`src/rtl/assert_macros.svh`:
```
// Assertion helper macros shared by the line rasterizer modules.
`ifndef ASSERT_MACROS_SVH
`define ASSERT_MACROS_SVH

// Clocked property, quiet while reset is held.
`define AST_PROP(lbl, clk, rstn, prop, msg) \
  lbl: assert property (@(posedge clk) disable iff (!rstn) prop) else $error(msg);

// Plain invariant checked every cycle.
`define AST_ALWAYS(lbl, clk, rstn, expr, msg) \
  `AST_PROP(lbl, clk, rstn, (expr), msg)

`endif

```
`src/rtl/fplr_pkg.sv`:
```
// Shared types, constants and microcode ROM for the fixed-point line rasterizer.
`timescale 1ns / 1ps
package fplr_pkg;

  localparam int IN_COORD_W  = 10;
  localparam int COLOR_W     = 8;
  localparam int PIX_W       = 12;
  localparam int OFF_W       = 20;
  localparam int PITCH_W     = 11;
  localparam int IN_TDATA_W  = 4 * IN_COORD_W + COLOR_W;
  localparam int OUT_TDATA_W = 56;
  localparam int OUT_PAD_W   = OUT_TDATA_W - 2 * PIX_W - OFF_W - COLOR_W;

  localparam logic [PITCH_W-1:0] PITCH_RESET = 11'd1024;

  // opcode carried in tuser
  localparam logic OP_START = 1'b0;
  localparam logic OP_STEP  = 1'b1;

  // microcode addresses
  localparam int UA_W = 3;
  localparam logic [UA_W-1:0] UA_FETCH = 3'd0;
  localparam logic [UA_W-1:0] UA_DIV   = 3'd1;
  localparam logic [UA_W-1:0] UA_STORE = 3'd2;
  localparam logic [UA_W-1:0] UA_EMIT  = 3'd3;
  localparam logic [UA_W-1:0] UA_OUT   = 3'd4;

  typedef enum logic [2:0] {
    SEQ_NEXT,
    SEQ_GOTO,
    SEQ_DISPATCH,
    SEQ_LOOP_DIV,
    SEQ_WAIT_OUT
  } seq_op_e;

  typedef struct packed {
    logic            take_in;
    logic            div_step;
    logic            store_minor;
    logic            emit;
    logic            load_out;
    seq_op_e         seq_op;
    logic [UA_W-1:0] target;
  } ucode_t;

  // strobes from sequencer to datapath
  typedef struct packed {
    logic take_in;
    logic setup;
    logic div_step;
    logic store_minor;
    logic emit;
    logic load_out;
  } ctrl_t;

  // datapath status for conditional jumps
  typedef struct packed {
    logic active;
    logic div_done;
    logic out_free;
  } status_t;

  function automatic ucode_t ucode_rom(input logic [UA_W-1:0] addr);
    ucode_t w;
    w = '{take_in: 1'b0, div_step: 1'b0, store_minor: 1'b0, emit: 1'b0,
          load_out: 1'b0, seq_op: SEQ_GOTO, target: UA_FETCH};
    case (addr)
      UA_FETCH: begin
        w.take_in = 1'b1;
        w.seq_op  = SEQ_DISPATCH;
        w.target  = UA_DIV;
      end
      UA_DIV: begin
        w.div_step = 1'b1;
        w.seq_op   = SEQ_LOOP_DIV;
      end
      UA_STORE: begin
        w.store_minor = 1'b1;
        w.seq_op      = SEQ_GOTO;
        w.target      = UA_FETCH;
      end
      UA_EMIT: begin
        w.emit   = 1'b1;
        w.seq_op = SEQ_NEXT;
      end
      UA_OUT: begin
        w.load_out = 1'b1;
        w.seq_op   = SEQ_WAIT_OUT;
        w.target   = UA_FETCH;
      end
      default: begin
        w.seq_op = SEQ_GOTO;
        w.target = UA_FETCH;
      end
    endcase
    return w;
  endfunction

endpackage

```
`src/rtl/fplr_div.sv`:
```
// Restoring divider, one quotient bit per cycle while step_i is high, for the minor-axis step.
`timescale 1ns / 1ps
`include "assert_macros.svh"
module fplr_div import fplr_pkg::*; #(
  parameter int COORD_BITS = 10,
  parameter int FRAC_BITS  = 10
) (
  input  logic                    clk_i,
  input  logic                    rst_ni,
  input  logic                    start_i,
  input  logic                    step_i,
  input  logic [COORD_BITS:0]     mag_i,
  input  logic [COORD_BITS:0]     len_i,
  output logic [FRAC_BITS:0]      quot_o,
  output logic                    done_o
);

  localparam int LEN_W = COORD_BITS + 1;
  localparam int REM_W = COORD_BITS + 2;
  localparam int Q_W   = FRAC_BITS + 1;
  localparam int CNT_W = $clog2(FRAC_BITS + 2);

  logic [LEN_W-1:0] rem_q, rem_d, len_q;
  logic [Q_W-1:0]   quot_q, quot_d;
  logic [CNT_W-1:0] cnt_q, cnt_d;
  logic             first_q, first_d;
  logic [REM_W-1:0] trial, diff;
  logic             ge;

  assign done_o = (cnt_q == '0);
  assign quot_o = quot_q;

  // first bit compares the remainder unshifted (mag never exceeds len)
  always_comb begin
    trial = first_q ? {1'b0, rem_q} : {rem_q, 1'b0};
    ge    = (trial >= {1'b0, len_q});
    diff  = trial - {1'b0, len_q};
    rem_d   = rem_q;
    quot_d  = quot_q;
    cnt_d   = cnt_q;
    first_d = first_q;
    if (start_i) begin
      rem_d   = mag_i;
      quot_d  = '0;
      cnt_d   = CNT_W'(Q_W);
      first_d = 1'b1;
    end else if (step_i && !done_o) begin
      rem_d   = ge ? diff[LEN_W-1:0] : trial[LEN_W-1:0];
      quot_d  = {quot_q[Q_W-2:0], ge};
      cnt_d   = cnt_q - CNT_W'(1);
      first_d = 1'b0;
    end
  end

  always_ff @(posedge clk_i or negedge rst_ni) begin
    if (!rst_ni) begin
      cnt_q   <= '0;
      first_q <= 1'b0;
      quot_q  <= '0;
    end else begin
      cnt_q   <= cnt_d;
      first_q <= first_d;
      quot_q  <= quot_d;
    end
  end

  always_ff @(posedge clk_i) begin
    rem_q <= rem_d;
    if (start_i) begin
      len_q <= len_i;
    end
  end

  // quotient of (mag << FRAC) / len with mag <= len never passes one unit
  `AST_ALWAYS(a_quot_bound, clk_i, rst_ni, !done_o || quot_q <= (Q_W'(1) << FRAC_BITS), "divider quotient above one unit")

endmodule

```
`src/rtl/fplr_seq.sv`:
```
// Microcode sequencer: step counter, control ROM and conditional jumps.
`timescale 1ns / 1ps
`include "assert_macros.svh"
module fplr_seq import fplr_pkg::*; (
  input  logic    clk_i,
  input  logic    rst_ni,
  input  logic    in_valid_i,
  input  logic    opcode_i,
  input  status_t status_i,
  output ctrl_t   ctrl_o
);

  logic [UA_W-1:0] pc_q, pc_d;
  ucode_t          word;
  logic            accept;

  assign word   = ucode_rom(pc_q);
  assign accept = word.take_in & in_valid_i;

  always_comb begin
    ctrl_o.take_in     = word.take_in;
    ctrl_o.setup       = accept & (opcode_i == OP_START);
    ctrl_o.div_step    = word.div_step;
    ctrl_o.store_minor = word.store_minor;
    ctrl_o.emit        = word.emit;
    ctrl_o.load_out    = word.load_out & status_i.out_free;
  end

  always_comb begin
    case (word.seq_op)
      SEQ_NEXT:     pc_d = pc_q + UA_W'(1);
      SEQ_GOTO:     pc_d = word.target;
      SEQ_DISPATCH: begin
        if (accept && opcode_i == OP_START) begin
          pc_d = word.target;
        end else if (accept && opcode_i == OP_STEP && status_i.active) begin
          pc_d = UA_EMIT;
        end else begin
          pc_d = pc_q;
        end
      end
      SEQ_LOOP_DIV: pc_d = status_i.div_done ? pc_q + UA_W'(1) : pc_q;
      SEQ_WAIT_OUT: pc_d = status_i.out_free ? word.target : pc_q;
      default:      pc_d = UA_FETCH;
    endcase
  end

  always_ff @(posedge clk_i or negedge rst_ni) begin
    if (!rst_ni) begin
      pc_q <= UA_FETCH;
    end else begin
      pc_q <= pc_d;
    end
  end

  `AST_PROP(a_div_loop, clk_i, rst_ni, (pc_q == UA_DIV && !status_i.div_done) |=> (pc_q == UA_DIV), "left divide loop early")
  `AST_PROP(a_setup_div, clk_i, rst_ni, ctrl_o.setup |=> (pc_q == UA_DIV && !status_i.div_done), "line start did not enter divide")

endmodule

```
`src/rtl/fplr_dp.sv`:
```
// Datapath: line setup, accumulators, pixel offset and output register.
`timescale 1ns / 1ps
`include "assert_macros.svh"
module fplr_dp import fplr_pkg::*; #(
  parameter int COORD_BITS = 10,
  parameter int FRAC_BITS  = 10
) (
  input  logic                  clk_i,
  input  logic                  rst_ni,
  input  ctrl_t                 ctrl_i,
  output status_t               status_o,
  input  logic [IN_COORD_W-1:0] start_x_i,
  input  logic [IN_COORD_W-1:0] start_y_i,
  input  logic [IN_COORD_W-1:0] end_x_i,
  input  logic [IN_COORD_W-1:0] end_y_i,
  input  logic [COLOR_W-1:0]    color_i,
  input  logic [PITCH_W-1:0]    pitch_i,
  input  logic                  out_ready_i,
  output logic                  out_valid_o,
  output logic [PIX_W-1:0]      pixel_x_o,
  output logic [PIX_W-1:0]      pixel_y_o,
  output logic [OFF_W-1:0]      pixel_offset_o,
  output logic [COLOR_W-1:0]    pixel_color_o,
  output logic                  last_o
);

  localparam int ACC_W = COORD_BITS + FRAC_BITS + 2;
  localparam int LEN_W = COORD_BITS + 1;
  localparam int POS_W = COORD_BITS + 2;
  localparam logic [ACC_W-1:0] UNIT = ACC_W'(1) << FRAC_BITS;

  // setup terms
  logic [COORD_BITS-1:0]   x0, y0, x1, y1;
  logic signed [LEN_W-1:0] dx, dy, minor_diff;
  logic [LEN_W-1:0]        adx, ady, len, mag, abs_minor;
  logic                    x_major;

  // state
  logic [ACC_W-1:0]   x_acc_q, y_acc_q, x_step_q, y_step_q;
  logic [LEN_W-1:0]   left_q;
  logic [COLOR_W-1:0] color_q;
  logic               active_q, x_major_q, minor_neg_q;

  // emit stage
  logic [POS_W-1:0]         col, row, col_q, row_q;
  logic [OFF_W-1:0]         row_ext, col_ext, prod_q;
  logic [OFF_W+PITCH_W-1:0] prod;
  logic                     last_q;

  // minor step from the divider
  logic [FRAC_BITS:0] quot;
  logic               div_done;
  logic [ACC_W-1:0]   minor_step;

  // output word
  logic               out_valid_q, out_free;
  logic [PIX_W-1:0]   px_q, py_q;
  logic [OFF_W-1:0]   off_q;
  logic [COLOR_W-1:0] ocolor_q;
  logic               olast_q;

  always_comb begin
    x0 = COORD_BITS'(start_x_i);
    y0 = COORD_BITS'(start_y_i);
    x1 = COORD_BITS'(end_x_i);
    y1 = COORD_BITS'(end_y_i);
    dx = $signed({1'b0, x1}) - $signed({1'b0, x0});
    dy = $signed({1'b0, y1}) - $signed({1'b0, y0});
    adx = dx[LEN_W-1] ? $unsigned(-dx) : $unsigned(dx);
    ady = dy[LEN_W-1] ? $unsigned(-dy) : $unsigned(dy);
    x_major    = (adx >= ady);
    len        = (x_major ? adx : ady) + LEN_W'(1);
    minor_diff = x_major ? dy : dx;
    abs_minor  = x_major ? ady : adx;
    mag        = abs_minor + LEN_W'(1);
  end

  fplr_div #(
    .COORD_BITS (COORD_BITS),
    .FRAC_BITS  (FRAC_BITS)
  ) u_div (
    .clk_i   (clk_i),
    .rst_ni  (rst_ni),
    .start_i (ctrl_i.setup),
    .step_i  (ctrl_i.div_step),
    .mag_i   (mag),
    .len_i   (len),
    .quot_o  (quot),
    .done_o  (div_done)
  );

  assign minor_step = minor_neg_q ? -ACC_W'(quot) : ACC_W'(quot);

  // floor(accum / 2^FRAC) is the upper slice
  assign col     = x_acc_q[ACC_W-1:FRAC_BITS];
  assign row     = y_acc_q[ACC_W-1:FRAC_BITS];
  assign row_ext = {{(OFF_W-POS_W){row[POS_W-1]}}, row};
  assign col_ext = {{(OFF_W-POS_W){col_q[POS_W-1]}}, col_q};
  assign prod    = (OFF_W+PITCH_W)'(row_ext) * (OFF_W+PITCH_W)'(pitch_i);

  assign out_free = !out_valid_q || out_ready_i;
  assign status_o = '{active: active_q, div_done: div_done, out_free: out_free};

  always_ff @(posedge clk_i or negedge rst_ni) begin
    if (!rst_ni) begin
      active_q    <= 1'b0;
      out_valid_q <= 1'b0;
    end else begin
      if (ctrl_i.setup) begin
        active_q <= 1'b1;
      end else if (ctrl_i.emit && left_q == LEN_W'(1)) begin
        active_q <= 1'b0;
      end
      if (ctrl_i.load_out) begin
        out_valid_q <= 1'b1;
      end else if (out_ready_i) begin
        out_valid_q <= 1'b0;
      end
    end
  end

  always_ff @(posedge clk_i) begin
    if (ctrl_i.setup) begin
      x_acc_q     <= ACC_W'(x0) << FRAC_BITS;
      y_acc_q     <= ACC_W'(y0) << FRAC_BITS;
      left_q      <= len;
      color_q     <= color_i;
      x_major_q   <= x_major;
      minor_neg_q <= minor_diff[LEN_W-1];
      if (x_major) begin
        x_step_q <= dx[LEN_W-1] ? -UNIT : UNIT;
      end else begin
        y_step_q <= dy[LEN_W-1] ? -UNIT : UNIT;
      end
    end else if (ctrl_i.store_minor) begin
      if (x_major_q) begin
        y_step_q <= minor_step;
      end else begin
        x_step_q <= minor_step;
      end
    end else if (ctrl_i.emit) begin
      x_acc_q <= x_acc_q + x_step_q;
      y_acc_q <= y_acc_q + y_step_q;
      left_q  <= left_q - LEN_W'(1);
    end
    if (ctrl_i.emit) begin
      col_q  <= col;
      row_q  <= row;
      prod_q <= prod[OFF_W-1:0];
      last_q <= (left_q == LEN_W'(1));
    end
    if (ctrl_i.load_out) begin
      px_q     <= PIX_W'($signed(col_q));
      py_q     <= PIX_W'($signed(row_q));
      off_q    <= prod_q + col_ext;
      ocolor_q <= color_q;
      olast_q  <= last_q;
    end
  end

  assign out_valid_o    = out_valid_q;
  assign pixel_x_o      = px_q;
  assign pixel_y_o      = py_q;
  assign pixel_offset_o = off_q;
  assign pixel_color_o  = ocolor_q;
  assign last_o         = olast_q;

  `AST_PROP(a_emit_active, clk_i, rst_ni, ctrl_i.emit |-> active_q, "pixel emitted with no line active")
  `AST_PROP(a_end_on_emit, clk_i, rst_ni, $fell(active_q) |-> $past(ctrl_i.emit), "line ended outside a pixel step")
  `AST_PROP(a_no_overwrite, clk_i, rst_ni, ctrl_i.load_out |-> out_free, "output word overwritten while held")

endmodule

```
`src/rtl/fixed_point_line_rasterizer.sv`:
```
// Top level of the fixed-point DDA line rasterizer.
`timescale 1ns / 1ps
// Usage:
//  - Input stream s_axis: tuser carries the opcode (start a line or request a
//    pixel), tdata the endpoints and color. A start word computes the walk and
//    gives no output; each pixel-request word gives one output word while a
//    line is active, none when idle. A start during a line drops that line.
//  - Output stream m_axis: one word per pixel (column, row, buffer offset,
//    color), tlast on the final pixel of the line.
//  - cfg channel: writes row_pitch; always ready, write only while idle.
// Sequencing (microcoded sequencer, one control word per cycle):
//  - Start word: busy while the one-bit-per-cycle divider loop forms the
//    minor-axis step, then in the step that stores it.
//  - Pixel word: accepted in the fetch step, then the emit step (offset multiply)
//    and the output-load step; the next word is taken only after that load.
// Reset (async, active low): idle, no line active, row_pitch = 1024.
// Stall: the output register holds a finished pixel while the next word is
// taken; the sequencer waits in its output-load step only if a second pixel
// is ready before the first one has drained.
module fixed_point_line_rasterizer import fplr_pkg::*; #(
  parameter int COORD_BITS = 10,
  parameter int FRAC_BITS  = 10
) (
  input  logic                   clk_i,
  input  logic                   rst_ni,
  // pixel stream in
  input  logic                   s_axis_tvalid_i,
  output logic                   s_axis_tready_o,
  input  logic [IN_TDATA_W-1:0]  s_axis_tdata_i,  // start_x, start_y, end_x, end_y, color
  input  logic [0:0]             s_axis_tuser_i,  // opcode
  // pixel stream out
  output logic                   m_axis_tvalid_o,
  input  logic                   m_axis_tready_i,
  output logic [OUT_TDATA_W-1:0] m_axis_tdata_o,  // pixel_x, pixel_y, pixel_offset,
                                                  // pixel_color, zero pad
  output logic                   m_axis_tlast_o,  // last pixel of the line
  // row pitch register write
  input  logic                   cfg_valid_i,
  output logic                   cfg_ready_o,
  input  logic [PITCH_W-1:0]     cfg_data_i
);

  ctrl_t   ctrl;
  status_t status;

  logic [PITCH_W-1:0] pitch_q;
  logic [PIX_W-1:0]   pixel_x, pixel_y;
  logic [OFF_W-1:0]   pixel_offset;
  logic [COLOR_W-1:0] pixel_color;

  assign cfg_ready_o = 1'b1;

  always_ff @(posedge clk_i or negedge rst_ni) begin
    if (!rst_ni) begin
      pitch_q <= PITCH_RESET;
    end else if (cfg_valid_i) begin
      pitch_q <= cfg_data_i;
    end
  end

  assign s_axis_tready_o = ctrl.take_in;

  fplr_seq u_seq (
    .clk_i      (clk_i),
    .rst_ni     (rst_ni),
    .in_valid_i (s_axis_tvalid_i),
    .opcode_i   (s_axis_tuser_i[0]),
    .status_i   (status),
    .ctrl_o     (ctrl)
  );

  fplr_dp #(
    .COORD_BITS (COORD_BITS),
    .FRAC_BITS  (FRAC_BITS)
  ) u_dp (
    .clk_i          (clk_i),
    .rst_ni         (rst_ni),
    .ctrl_i         (ctrl),
    .status_o       (status),
    .start_x_i      (s_axis_tdata_i[IN_COORD_W-1:0]),
    .start_y_i      (s_axis_tdata_i[2*IN_COORD_W-1:IN_COORD_W]),
    .end_x_i        (s_axis_tdata_i[3*IN_COORD_W-1:2*IN_COORD_W]),
    .end_y_i        (s_axis_tdata_i[4*IN_COORD_W-1:3*IN_COORD_W]),
    .color_i        (s_axis_tdata_i[IN_TDATA_W-1:4*IN_COORD_W]),
    .pitch_i        (pitch_q),
    .out_ready_i    (m_axis_tready_i),
    .out_valid_o    (m_axis_tvalid_o),
    .pixel_x_o      (pixel_x),
    .pixel_y_o      (pixel_y),
    .pixel_offset_o (pixel_offset),
    .pixel_color_o  (pixel_color),
    .last_o         (m_axis_tlast_o)
  );

  assign m_axis_tdata_o = {{OUT_PAD_W{1'b0}}, pixel_color, pixel_offset, pixel_y, pixel_x};

endmodule

```
`config.mk`:
```
export PLATFORM = sky130hd
export DESIGN_NAME = fixed_point_line_rasterizer
export DESIGN_NICKNAME = d
export VERILOG_FILES = /design/src/rtl/fplr_pkg.sv /design/src/rtl/fplr_div.sv /design/src/rtl/fplr_seq.sv /design/src/rtl/fplr_dp.sv /design/src/rtl/fixed_point_line_rasterizer.sv
export VERILOG_INCLUDE_DIRS = /design/src /design/src/rtl
export SDC_FILE = /design/constraint.sdc
export NUM_CORES = 1
export LEC_CHECK = 0
export BUFFER_PORTS_ARGS = -buffer_cell sky130_fd_sc_hd__buf_2
export CORE_MARGIN = 2
export CORE_UTILIZATION = 55
export CTS_BUF_LIST = sky130_fd_sc_hd__clkbuf_4
export CTS_CLUSTER_SIZE = 8
export DETAILED_ROUTE_END_ITERATION = 8
export GPL_TIMING_DRIVEN = 0
export PLACE_DENSITY = 0.73
export SYNTH_ARGS = -nofsm -noshare
export SYNTH_HDL_FRONTEND = slang
export SYNTH_SLANG_ARGS = --single-unit
```
`constraint.sdc`:
```
create_clock -name clk_i -period 6.6 [get_ports clk_i]
set_input_delay 0 -clock clk_i [delete_from_list [all_inputs] [get_ports clk_i]]
set_output_delay 0 -clock clk_i [all_outputs]
set_load 0.01 [all_outputs]
```
# After elaboration in Yosys (flattened, before gate mapping)

Cells that the tools add are included.

Reduce and logical (&&, ||, !) cells: 22
Multiplexer cells: 51
Multiply operators: 1
Magnitude comparators: 2
Add/sub/neg operators: 14
Bitwise operators: 5
Equal/unequal tests: 16

Operators with widths:

| cell                                               | count |
|---|---|
| two-way mux 22 bit                                 | 11 |
| two-way mux 11 bit                                 | 13 |
| two-way mux 20 bit                                 | 6 |
| adder 22 bit                                       | 2 |
| adder 11 x 1 -> 11 bit, second input constant      | 2 |
| negation 11 bit                                    | 2 |
| negation 11 -> 22 bit                              | 1 |
| subtractor 10 x 10 -> 11 bit                       | 2 |
| adder 20 bit                                       | 1 |
| multiplier 20 x 11 -> 20 bit                       | 1 |
| case mux 3 bit (5 select lines)                    | 1 |
| == test 3 x 2 -> 1 bit, second input constant      | 4 |
| greater-or-equal comparator 12 x 11 -> 1 bit       | 1 |
| two-way mux 1 bit                                  | 12 |
| two-way mux 12 bit                                 | 1 |
| two-way mux 3 bit                                  | 4 |
| case mux 3 bit (4 select lines)                    | 1 |
| nonzero test 2 bit                                 | 6 |
| == test 11 x 1 -> 1 bit, second input constant     | 1 |
| greater-or-equal comparator 11 bit                 | 1 |
| subtractor 11 x 1 -> 11 bit, second input constant | 1 |
| subtractor 11 bit                                  | 1 |
| AND reduction 3 bit                                | 3 |
| two-way mux 4 bit                                  | 2 |
| other kinds (15)                                   | 31 |

Bits of input ports: 65
Output and inout port bits: 60
Bits in registers: 261

# Logic depth before layout (Yosys ltp)

Gate-level depths: netlist of the first run.

Word-level depth: 8
Gate-level depth with buffers: 30

# Cells and area by module

From an unflattened synthesis of the first run, not the netlist that was laid out.

Cells, all modules: 1987
Area total of the unflattened synthesis: 19991.7 um^2

Modules (own cells, without submodules):

| module                      | seq. area each (um^2) | cells each | area an instance (um^2) | instances |
|---|---|---|---|---|
| fplr_dp                     | 5845.6                | 1675       | 16747.3                 | 1 |
| fplr_div                    | 1061.0                | 238        | 2363.5                  | 1 |
| fixed_point_line_rasterizer | 276.5                 | 30         | 494.2                   | 1 |
| fplr_seq                    | 75.1                  | 44         | 386.6                   | 1 |

# Worst setup path after synthesis of the first run

OpenSTA, ideal clock, no wires.

Kind: input to register
From: input s_axis_tdata_i[20]
To: register u_dp.y_step_q[0], enable pin
Setup time: 0.421 ns
Slack: 0.861 ns
Arrival: 5.318 ns
Cell stages on the path: 22
Path buffers: 1
Path through: inv_1 -> ha_1 -> inv_1 -> fa_1 -> a211oi_2 -> o21ai_0 -> a22oi_1 -> o22ai_1 -> o21ai_0 -> nand3_1 -> xor2_1 -> ha_1 -> nand2_1 -> inv_1 -> o211ai_1 -> a211oi_1 -> or3_1 -> maj3_2 -> a21oi_4 -> buf_6 -> inv_2 -> o21ai_0

Word-level cells in the longest chain between the ends: 6

RTL lines:

| what                                   | RTL line                          | source |
|---|---|---|
| from (decl)                            | fixed_point_line_rasterizer.sv:29 | `input logic [IN_TDATA_W-1:0] s_axis_tdata_i,` |
| subtractor 10 x 10 -> 11 bit (*)       | fplr_dp.sv:67                     | `dx = $signed({1'b0, x1}) - $signed({1'b0, x0});` |
| negation 11 bit                        | fplr_dp.sv:69                     | `adx = dx[LEN_W-1] ? $unsigned(-dx) : $unsigned(dx);` |
| two-way mux 11 bit (*)                 | fplr_dp.sv:69                     |  |
| greater-or-equal comparator 11 bit (*) | fplr_dp.sv:71                     | `x_major = (adx >= ady);` |
| net u_dp.x_major                       | fplr_dp.sv:36                     | `logic x_major;` |
| inequality test 2 bit (no line) (*)    | -                                 |  |
| AND reduction 3 bit (no line) (*)      | -                                 |  |
| to (signal assigned)                   | fplr_dp.sv:133                    | `y_step_q <= dy[LEN_W-1] ? -UNIT : UNIT;` |
| to (signal assigned)                   | fplr_dp.sv:137                    | `y_step_q <= minor_step;` |
| to (decl)                              | fplr_dp.sv:39                     | `logic [ACC_W-1:0] x_acc_q, y_acc_q, x_step_q, y_step_q;` |

The timed path passes the listed nets; every way through them passes the cells marked *.
A chain may end at the register's enable or synchronous reset.

# Worst setup path in the final report of the first run

From: input s_axis_tdata_i[11]
To: register u_dp.u_div.rem_q[4] (data pin)

Word-level cells in the longest chain between the ends: 7

RTL lines:

| what                               | RTL line       | source |
|---|---|---|
| subtractor 10 x 10 -> 11 bit (*)   | fplr_dp.sv:68  | `dy = $signed({1'b0, y1}) - $signed({1'b0, y0});` |
| negation 11 bit                    | fplr_dp.sv:70  | `ady = dy[LEN_W-1] ? $unsigned(-dy) : $unsigned(dy);` |
| two-way mux 11 bit (*)             | fplr_dp.sv:70  |  |
| greater-or-equal comparator 11 bit | fplr_dp.sv:71  |  |
| two-way mux 11 bit (*)             | fplr_dp.sv:74  | `abs_minor = x_major ? ady : adx;` |
| adder 11 x 1 -> 11 bit (*)         | fplr_dp.sv:75  | `mag = abs_minor + LEN_W'(1);` |
| two-way mux 11 bit (*)             | fplr_div.sv:42 | `if (start_i) begin` |
| net u_dp.u_div.rem_d[4]            | fplr_div.sv:23 | `logic [LEN_W-1:0] rem_q, rem_d, len_q;` |
| to (signal assigned)               | fplr_div.sv:68 | `rem_q <= rem_d;` |
| to (decl)                          | fplr_div.sv:23 |  |

Marked as above.

==> results of run 1 <==
-- sequential cells by signal (all words and copies together), names as in the netlist, 3 cells and up --
signal and flops:
u_dp.u_div.rem_q 11, u_dp.y_step_q 19, u_seq.pc_q 3, u_dp.left_q 11, u_dp.x_acc_q 22, u_dp.pixel_offset_o 20, u_dp.color_q 8, u_dp.pixel_color_o 8
u_dp.row_q 12, u_dp.u_div.quot_o 11, u_dp.prod_q 20, u_dp.u_div.len_q 11, pitch_q 11, u_dp.x_step_q 19, u_dp.u_div.cnt_q 4, u_dp.y_acc_q 22
u_dp.pixel_x_o 12, u_dp.col_q 12, u_dp.pixel_y_o 12
-- timing repair --
item                       CTS  global route
setup endpoints to repair    0             6
resized for setup            0             7
hold buffers                62             1
hold endpoints to repair    75             1
buffers inserted             0             0
-- routing by layer --
| metal | vias up | GRT usage [%] | wire length, um |
|---|---|---|---|
| li1 | 7190 | - | - |
| met5 | - | 0 | 0 |
| met2 | 436 | 48.2 | 25000 |
| met4 | 0 | 13.7 | 2040 |
| met3 | 124 | 4.49 | 2450 |
| met1 | 7369 | 31.2 | 19400 |
-- cell usage in the layout (no fill, tap or decap), drive strengths merged, types with 73 or more instances in the layout --
master,Yosys,final
edfxtp,199,199
inv,223,223
o21ai,79,79
and2,73,73
fa,114,114
nor2,128,128
xnor2,86,86
a21oi,101,101
nand2,188,188
ha,151,151
buf,20,146
clkbuf,51,148
-- worst min-delay path, cell delays in order --
cell and delay, ns:
sky130_fd_sc_hd__buf_2 0.10, sky130_fd_sc_hd__ha_1 0.29, sky130_fd_sc_hd__mux2i_2 0.19, sky130_fd_sc_hd__inv_1 0.07
-- final timing paths --
path                                  endpoint  slack [ns]  depth (start not counted)
max reg2reg                    u_dp.prod_q[17]        0.46                         22
max in group asynchronous        u_dp.active_q        5.98                          4
min in group asynchronous           pitch_q[0]        0.39                          4
min reg2reg                        u_dp.last_o        0.41                          0
min                        u_dp.u_div.len_q[0]        0.02                          4
max                        u_dp.u_div.rem_q[4]        0.23                         27
-- stage by stage --
step	TNS, ns	util, %
final	0	63.6
after detailed placement	-1.76	59.2
after CTS	0	63.5
after global placement	-27.60	58.9
after floorplan	0	-
after global routing	-0.00681	63.6
-- cell type report --
cell class                      instances  area share [%]
Antenna cell                            2          0.0222
Tap cell                              461            2.56
Timing Repair Buffer                  188            5.85
Multi-Input combinational cell       1380            50.0
Clock inverter                         23           0.706
Clock buffer                           98            3.27
Sequential cell                       255            32.2
Buffer                                 70            1.63
Inverter                              224            3.73
-- cells by family (layout without fill, tap and decap cells) --
kind of cell	after synthesis	after routing
flip-flops	255	255
buffers and inverters	295	603
other	2	7
XOR/XNOR	139	139
adder cells (fa/ha/maj)	266	266
AND/OR/NAND/NOR	552	552
multiplexers	69	69
AO/OA/AOI/OAI	349	349
==> flow_summary.toml, run 1 <==
[run_status]
run_status = "finished clean"

[drt]
detail_route.drc_violations = 0
via_per_inst = 5.60
drtPass1Iterations = 5
via_count = 15100
routed_wl_um = 48800
antenna_violating_nets_left = 0
avgRoutedWirePerCell_um = 18.1
detail_route.iter0.violations = 781

[critical_path]
crit_fanout = 10
crit_buf_inv = 7
crit_path_end_kind = "register"
critical_path.slowest_cell = "sky130_fd_sc_hd__mux4_1"
setup.worst_path.class = "input pin to register"
r2r_start = "u_dp.y_acc_q[13]"
timing.critical_path.max_delay_family = "compound AO/OA/AOI/OAI gates"
worst_setup_path_startpoint = "s_axis_tdata_i[11]"
worstSetupStartpointType = "input pin"
critPathMaxStageDelay_ns = 0.59
required_ns = 7.05
critical_path_arrival_ns = 6.82

[place]
dpl-instance-area_um2 = 20900
post-dp-hpwl_um = 37100
place_worst_setup_slack_ns = -0.545
place_inst = 2516
port_buffers = 119
globalplace.congestion = 0.924

[timing]
setup-violations-final = 0
period_share_pct = 96.5
period_minus_slack_ns = 6.37
clock-skew-final_ns = 0.0739
timing.final.hold_violations = 0
timing_max_transition_violations_final = 0
fin_hold_ws_ns = 0.0242
max_slew.worst_pin.slew_ns = 0.955
final.setup.worst_slack_ns = 0.229
slew_headroom_pct = 36.3
max_freq_mhz = 157

[synth]
synthDistinctLibCells = 98
yosys_warnings = 0
asyncSetResetFlopFracSynth_pct = 12.5
synth_top_area_cell = "sky130_fd_sc_hd__edfxtp_1"
synthTopCellsByCount = "222 x sky130_fd_sc_hd__inv_1, 199 x sky130_fd_sc_hd__edfxtp_1, 188 x sky130_fd_sc_hd__nand2_1, 151 x sky130_fd_sc_hd__ha_1, 127 x sky130_fd_sc_hd__nor2_1"
synth.top_cells.by_area = "sky130_fd_sc_hd__edfxtp_1 30%, sky130_fd_sc_hd__fa_1 12%, sky130_fd_sc_hd__ha_1 9.6%, sky130_fd_sc_hd__inv_1 4.2%, sky130_fd_sc_hd__dfrtp_1 3.9%"
synth-compound-area-share_pct = 11.7
muxShareOfSynthArea_pct = 4.00
postSynthRegisterBits = 255
synth_seq_area_share_pct = 36.9
post_synth_and_or_nand_nor_area_fraction_pct = 13.5
ys_dominant_reg_cell = "sky130_fd_sc_hd__edfxtp_1"
post_synth.cell_area_avg_um2 = 10.2
synth_adder_area_share_pct = 21.3
synth_enable_flop_cells = 199
synth_top_area_share_pct = 30.4
post-synth-top-count-cell = "sky130_fd_sc_hd__inv_1"
cell_area_after_synthesis_um2 = 19700
post_synth_inst_count = 1927
synth-xor-area-share_pct = 6.43
synth_top_family_by_area = "adder cells"

[grt]
grt_first_pass_wirelength_um = 77900
vias_in_the_first_global_route = 15600
track_usage_pct = 27.0
grt_start_max_net_pins = 39
overflow = 0
antenna_found_initial = 1

[clock_network]
h_tree_levels = 3
cts_tree = "built"
cts.reportedPaths.clkPinSlew_ns = 0.08
total_clock_buffers_created_by_cts = 68
cts_max_path_buffers = 3
root_buffer_cell = "sky130_fd_sc_hd__clkbuf_4"
clkLatencyLatePin_ns = 0.76
cts_num_sinks = 255

[finish]
stdcell_count = 2701
area.growth.synth_to_final_pct = 14.5
multi_input_comb_area_um2 = 11300
fill_cells = 2869
final_area_um2 = 22500
post_route_cells_drive_above_1_share_pct = 14.5
layout.area.seq_um2 = 7260
final_nets = 2517

[floorplan]
floorplan.initialDensity_pct = 55.5
die-height_um = 193
die_area_um2 = 37300
io_pins = 125
core_area_um2 = 35400
fp-row-count = 69
die_w_um = 193

[min_path]
worst_hold_path_type = "input pin to register"
critical_hold_path_startpoint = "s_axis_tdata_i[0]"

[job]
drv.max_cap_violation_count = 0
Power of run 1 is not shown: default switching activity piles up to over one toggle a cycle in this logic, so the estimate is an artifact.
==> inputs of run 2 (changes only) <==
--- a/config.mk
+++ b/config.mk
@@ -13,7 +13,9 @@
 export CTS_CLUSTER_SIZE = 8
 export DETAILED_ROUTE_END_ITERATION = 8
 export GPL_TIMING_DRIVEN = 0
+export MAX_ROUTING_LAYER = met4
 export PLACE_DENSITY = 0.73
+export SETUP_SLACK_MARGIN = 0.05
 export SYNTH_ARGS = -nofsm -noshare
 export SYNTH_HDL_FRONTEND = slang
 export SYNTH_SLANG_ARGS = --single-unit
==> run 2 against run 1 <==
- clock skew decreased by 0.030 ns
- sequential share of layout area decreased by 0.18 points
- non-clock buffer count increased by 7
- flip-flop and latch count unchanged
- final cell count increased by 0.15%
- critical path depth decreased by 1
- setup slack improved by 0.018 ns
- routed wire length increased by 1.1%
- fmax increased by 0.29%
- register-to-register slack improved by 0.06 ns
- global-route usage increased by 1.1 points
- largest cell class unchanged
==> flow_summary.toml, run 2 (synthesis results as in run 1) <==
[drt]
drtPass1Iterations = 5
routed_wl_um = 49400
via_count = 15200
via_per_inst = 5.64
detail_route.iter0.violations = 959
detail_route.drc_violations = 0
antenna_violating_nets_left = 0
avgRoutedWirePerCell_um = 18.3

[timing]
max_freq_mhz = 157
setup_total_negative_slack_ns = 0
setup-violations-final = 0
final.setup.worst_slack_ns = 0.247
slew_headroom_pct = 27.8
period_share_pct = 96.3
clock-skew-final_ns = 0.0440
period_minus_slack_ns = 6.35
timing.final.hold_violations = 0
timing_max_transition_violations_final = 0
setup_repair_after_global_routing_missed_its_margin = "no"
max_slew.worst_pin.slew_ns = 1.07

[place]
globalplace.congestion = 0.943
dpl-instance-area_um2 = 20900
place_worst_setup_slack_ns = -0.446
post-dp-hpwl_um = 37000
port_buffers = 119

[critical_path]
crit_fanout = 10
worst_case_register_to_register_setup_slack_ns = 0.52
crit_path_end_kind = "register"
setup.worst_path.class = "input pin to register"
r2r_cells = 19
critical_path.slowest_cell = "sky130_fd_sc_hd__mux4_1"
crit_cells = 26
r2r_start = "u_dp.y_acc_q[15]"
r2r_end = "u_dp.prod_q[17]"
critPathMaxStageDelay_ns = 0.60
required_ns = 7.07
timing.critical_path.max_delay_family = "compound AO/OA/AOI/OAI gates"
crit_buf_inv = 5
critPathMostFrequentCell = "sky130_fd_sc_hd__a21oi_1"
critical_path_arrival_ns = 6.82
worstSetupStartpointType = "input pin"

[min_path]
critical_hold_path_startpoint = "s_axis_tdata_i[10]"
worstHoldPathCells = 4
min_to = "u_dp.u_div.len_q[0]"
worst_hold_path_type = "input pin to register"

[grt]
track_usage_pct = 28.1
antenna_found_initial = 1
overflow = 0
grt_first_pass_wirelength_um = 78900
grt_start_max_net_pins = 39
vias_in_the_first_global_route = 15700

[finish]
final_area_um2 = 22600
reg_top3 = "u_dp.x_acc_q (22), u_dp.y_acc_q (22)"
fill_cells = 2854
area.growth.synth_to_final_pct = 15.2
post_route_cells_drive_above_1_share_pct = 14.9
final_nets = 2525
most-common-layout-cells = "222 x sky130_fd_sc_hd__inv_1, 199 x sky130_fd_sc_hd__edfxtp_1, 187 x sky130_fd_sc_hd__nand2_1, 149 x sky130_fd_sc_hd__ha_1, 126 x sky130_fd_sc_hd__nor2_1"
final_common_cell = "sky130_fd_sc_hd__inv_1"

[floorplan]
floorplan.initialDensity_pct = 55.5
die_w_um = 193
die-height_um = 193
die_area_um2 = 37300
core_area_um2 = 35400
io_pins = 125
fp-row-count = 69

[clock_network]
cts.reportedPaths.clkPinSlew_ns = 0.06
post-cts-setup-buffers = 0
total_clock_buffers_created_by_cts = 69
cts_max_path_buffers = 3
cts_tree = "built"
root_buffer_cell = "sky130_fd_sc_hd__clkbuf_4"
cts_num_sinks = 255
h_tree_levels = 3
clkLatencyLatePin_ns = 0.75

[job]
drv.max_cap_violation_count = 0

[run_status]
run_status = "finished clean"
## run 2: area by class of cell
| cell class | count | area [um2] | area share, % |
|---|---|---|---|
| Antenna cell | 1 | 2.50 | 0.0111 |
| Buffer | 70 | 374 | 1.65 |
| Clock buffer | 106 | 796 | 3.52 |
| Clock inverter | 13 | 111 | 0.492 |
| Inverter | 224 | 841 | 3.71 |
| Multi-Input combinational cell | 1380 | 11300 | 49.9 |
| Sequential cell | 255 | 7260 | 32.1 |
| Tap cell | 461 | 577 | 2.55 |
| Timing Repair Buffer | 195 | 1390 | 6.12 |
## run 2: worst reg2reg max path, cell delays in order, from the launching register on
cell and delay (ns):
sky130_fd_sc_hd__edfxtp_1 0.58, sky130_fd_sc_hd__clkbuf_1 0.48, sky130_fd_sc_hd__nand2_1 0.14, sky130_fd_sc_hd__fa_1 0.50
sky130_fd_sc_hd__inv_1 0.05, sky130_fd_sc_hd__fa_1 0.45, sky130_fd_sc_hd__ha_1 0.33, sky130_fd_sc_hd__fa_1 0.51
sky130_fd_sc_hd__fa_1 0.49, sky130_fd_sc_hd__ha_1 0.34, sky130_fd_sc_hd__a21boi_0 0.29, sky130_fd_sc_hd__o21ai_0 0.15
sky130_fd_sc_hd__a21boi_0 0.26, sky130_fd_sc_hd__o21ai_0 0.15, sky130_fd_sc_hd__a21boi_0 0.25, sky130_fd_sc_hd__o21ai_0 0.16
sky130_fd_sc_hd__a21oi_1 0.33, sky130_fd_sc_hd__a21o_1 0.20, sky130_fd_sc_hd__a21oi_1 0.08, sky130_fd_sc_hd__xnor2_1 0.13
## run 2: how the worst max path moves through the flow
stage                     endpoint  slack [ns]          startpoint
6_report       u_dp.u_div.rem_q[4]        0.25   s_axis_tdata_i[2]
5_1_grt        u_dp.u_div.rem_q[4]        0.04   s_axis_tdata_i[2]
4_1_cts        u_dp.u_div.rem_q[4]        0.06   s_axis_tdata_i[2]
3_5_place_dp   u_dp.u_div.rem_q[4]       -0.45  s_axis_tdata_i[20]
3_3_place_gp      u_dp.y_step_q[0]       -0.77  s_axis_tdata_i[20]
2_1_floorplan     u_dp.y_step_q[0]        0.86  s_axis_tdata_i[20]
## run 2: per-stage QoR
stage,hold slack [ns],std cells,utilization (%)
global route,0.0356,2705,64.0
global placement,0.107,2510,58.9
floorplan,-0.296,1930,-
CTS,0.000991,2705,63.7
finish,0.0592,2705,64.0
detailed placement,0.114,2516,59.2
## run 2: timing repair
item                                   in CTS  in global routing
setup endpoints to repair                   0                  8
endpoints found under the hold margin      75                  0
hold buffers                               70                  0
resized for setup                           0                 22
## run 2: metal layers
metal	vias up	GRT usage, %	wire length [um]
met5	-	-	0
met4	0	13.2	1930
met3	130	4.04	2370
met2	446	49.0	25400
met1	7471	31.9	19700
li1	7198	-	-
Power of run 2 is left out for the same reason.
==> inputs of run 3 (changes only) <==
==> constraint.sdc (replaced) <==
create_clock -name clk_i -period 5.95 [get_ports clk_i]
set_input_delay 0 -clock clk_i [delete_from_list [all_inputs] [get_ports clk_i]]
set_output_delay 0 -clock clk_i [all_outputs]
set_load 0.01 [all_outputs]
==> run 3 against run 2 <==
- final area increased by 0.99%
- register-to-register slack lost 0.21 ns
- clock skew grew 0.0020 ns
- die area unchanged
- routed wire length rose by 0.94%
- largest cell class unchanged
- highest routed layer unchanged
==> flow_summary.toml, run 3 (synthesis results as in run 1) <==
[run_status]
run_status = "finished clean"

[timing]
setup_repair_after_global_routing_missed_its_margin = "no"
max_freq_mhz = 177
timing.final.hold_violations = 0
setup-violations-final = 0
period_minus_slack_ns = 5.65
max_slew.worst_pin.slew_ns = 1.08
setup_total_negative_slack_ns = 0
period_share_pct = 95.0
fin_hold_ws_ns = 0.0142
clock-skew-final_ns = 0.0460
timing_max_transition_violations_final = 0
slew_headroom_pct = 26.7

[finish]
final_area_um2 = 22900
fill_cells = 2849
final_nets = 2541
post_route_cells_drive_above_1_share_pct = 16.2
final_util_pct = 64.6
area.growth.synth_to_final_pct = 16.3
reg_top3 = "u_dp.x_acc_q (22), u_dp.y_acc_q (22)"
final_common_cell = "sky130_fd_sc_hd__inv_1"
most-common-layout-cells = "222 x sky130_fd_sc_hd__inv_1, 199 x sky130_fd_sc_hd__edfxtp_1, 187 x sky130_fd_sc_hd__nand2_1, 149 x sky130_fd_sc_hd__ha_1, 126 x sky130_fd_sc_hd__nor2_1"

[critical_path]
crit_fanout = 10
worst_case_register_to_register_setup_slack_ns = 0.31
critPathMostFrequentCell = "sky130_fd_sc_hd__inv_1"
worstSetupStartpointType = "input pin"
setup.worst_path.class = "input pin to register"
critPathMaxStageDelay_ns = 0.59
crit_buf_inv = 7
r2r_start = "u_dp.y_acc_q[15]"
r2r_cells = 20
required_ns = 6.41
timing.critical_path.max_delay_family = "compound AO/OA/AOI/OAI gates"
critical_path.slowest_cell = "sky130_fd_sc_hd__mux4_1"
r2r_end = "u_dp.prod_q[19]"
critical_path_arrival_ns = 6.11
crit_path_end_kind = "register"

[clock_network]
cts_tree = "built"
cts.reportedPaths.clkPinSlew_ns = 0.07
total_clock_buffers_created_by_cts = 69
root_buffer_cell = "sky130_fd_sc_hd__clkbuf_4"
clkLatencyLatePin_ns = 0.74
cts_num_sinks = 255
cts_max_path_buffers = 3
h_tree_levels = 3

[min_path]
worstHoldPathCells = 4
critical_hold_path_startpoint = "s_axis_tdata_i[10]"
min_to = "u_dp.u_div.len_q[0]"
worst_hold_path_type = "input pin to register"

[grt]
vias_in_the_first_global_route = 15800
overflow = 0
antenna_found_initial = 2
track_usage_pct = 28.2
grt_first_pass_wirelength_um = 79300
grt_start_max_net_pins = 39

[floorplan]
io_pins = 125
floorplan.initialDensity_pct = 55.5
die_w_um = 193
die_area_um2 = 37300
fp-row-count = 69
core_area_um2 = 35400
die-height_um = 193

[drt]
detail_route.iter0.violations = 921
routed_wl_um = 49800
antenna_violating_nets_left = 0
detail_route.drc_violations = 0
via_per_inst = 5.63
via_count = 15300
avgRoutedWirePerCell_um = 18.3
drtPass1Iterations = 7

[job]
drv.max_cap_violation_count = 0

[place]
dpl-instance-area_um2 = 20900
port_buffers = 119
globalplace.congestion = 0.943
post-dp-hpwl_um = 37000
-- run 3: cell count changes in the layout (fill, tap and decap cells not counted), sizes merged --
cell | before | now
buf | 147 | 168
clkbuf | 155 | 150
diode | 1 | 2
-- run 3: through the flow --
step	instances	setup slack, ns
6_report	2722	0.299
5_1_grt	2722	0.0519
4_1_cts	2704	0.0590
3_5_place_dp	2516	-1.10
3_3_place_gp	2510	-1.42
2_1_floorplan	1930	0.211
-- run 3: area by class of cell --
cell class / instances / area, um2 / area share, %
Sequential cell: 255 / 7260 / 31.7
Tap cell: 461 / 577 / 2.52
Timing Repair Buffer: 212 / 1510 / 6.62
Inverter: 224 / 841 / 3.68
Antenna cell: 2 / 5.00 / 0.0219
Clock inverter: 13 / 111 / 0.487
Buffer: 69 / 393 / 1.72
Multi-Input combinational cell: 1380 / 11400 / 49.7
Clock buffer: 106 / 796 / 3.48
-- run 3: what timing repair did --
item | in CTS | in global routing
hold buffers | 70 | 0
hold endpoints to repair | 75 | 0
pin swaps | 0 | 5
setup buffers | 1 | 16
setup endpoints to repair | 5 | 16
resized for setup | 15 | 44
-- run 3: worst max-delay path by stage --
stage | from | end | cells past startpoint
5_1_grt | s_axis_tdata_i[20] | u_dp.u_div.rem_q[4] | 28
6_report | s_axis_tdata_i[20] | u_dp.u_div.rem_q[4] | 27
4_1_cts | s_axis_tdata_i[20] | u_dp.u_div.rem_q[4] | 28
2_1_floorplan | s_axis_tdata_i[20] | u_dp.y_step_q[0] | 22
3_5_place_dp | s_axis_tdata_i[20] | u_dp.u_div.rem_q[4] | 29
3_3_place_gp | s_axis_tdata_i[20] | u_dp.y_step_q[0] | 23
-- run 3: routing by layer --
layer	GRT usage (%)	routed length [um]
met5	-	0
met4	13.9	2120
met2	49.2	25500
met3	4.42	2780
met1	31.6	19500
-- run 3: worst register-to-register path, cell delays in order (launching register included) --
cell and delay [ns]:
sky130_fd_sc_hd__edfxtp_1 0.49, sky130_fd_sc_hd__buf_4 0.24, sky130_fd_sc_hd__and2_1 0.16, sky130_fd_sc_hd__fa_1 0.53, sky130_fd_sc_hd__inv_1 0.05, sky130_fd_sc_hd__fa_1 0.49
sky130_fd_sc_hd__inv_1 0.05, sky130_fd_sc_hd__fa_1 0.49, sky130_fd_sc_hd__fa_1 0.56, sky130_fd_sc_hd__inv_1 0.06, sky130_fd_sc_hd__fa_1 0.53, sky130_fd_sc_hd__inv_1 0.04
sky130_fd_sc_hd__ha_1 0.31, sky130_fd_sc_hd__a21boi_0 0.15, sky130_fd_sc_hd__o21ai_0 0.25, sky130_fd_sc_hd__a21boi_1 0.13, sky130_fd_sc_hd__o21ai_1 0.21, sky130_fd_sc_hd__a21oi_2 0.12
sky130_fd_sc_hd__a211o_1 0.27, sky130_fd_sc_hd__a21oi_1 0.17, sky130_fd_sc_hd__xnor2_1 0.08
Power of run 3 is left out for the same reason.
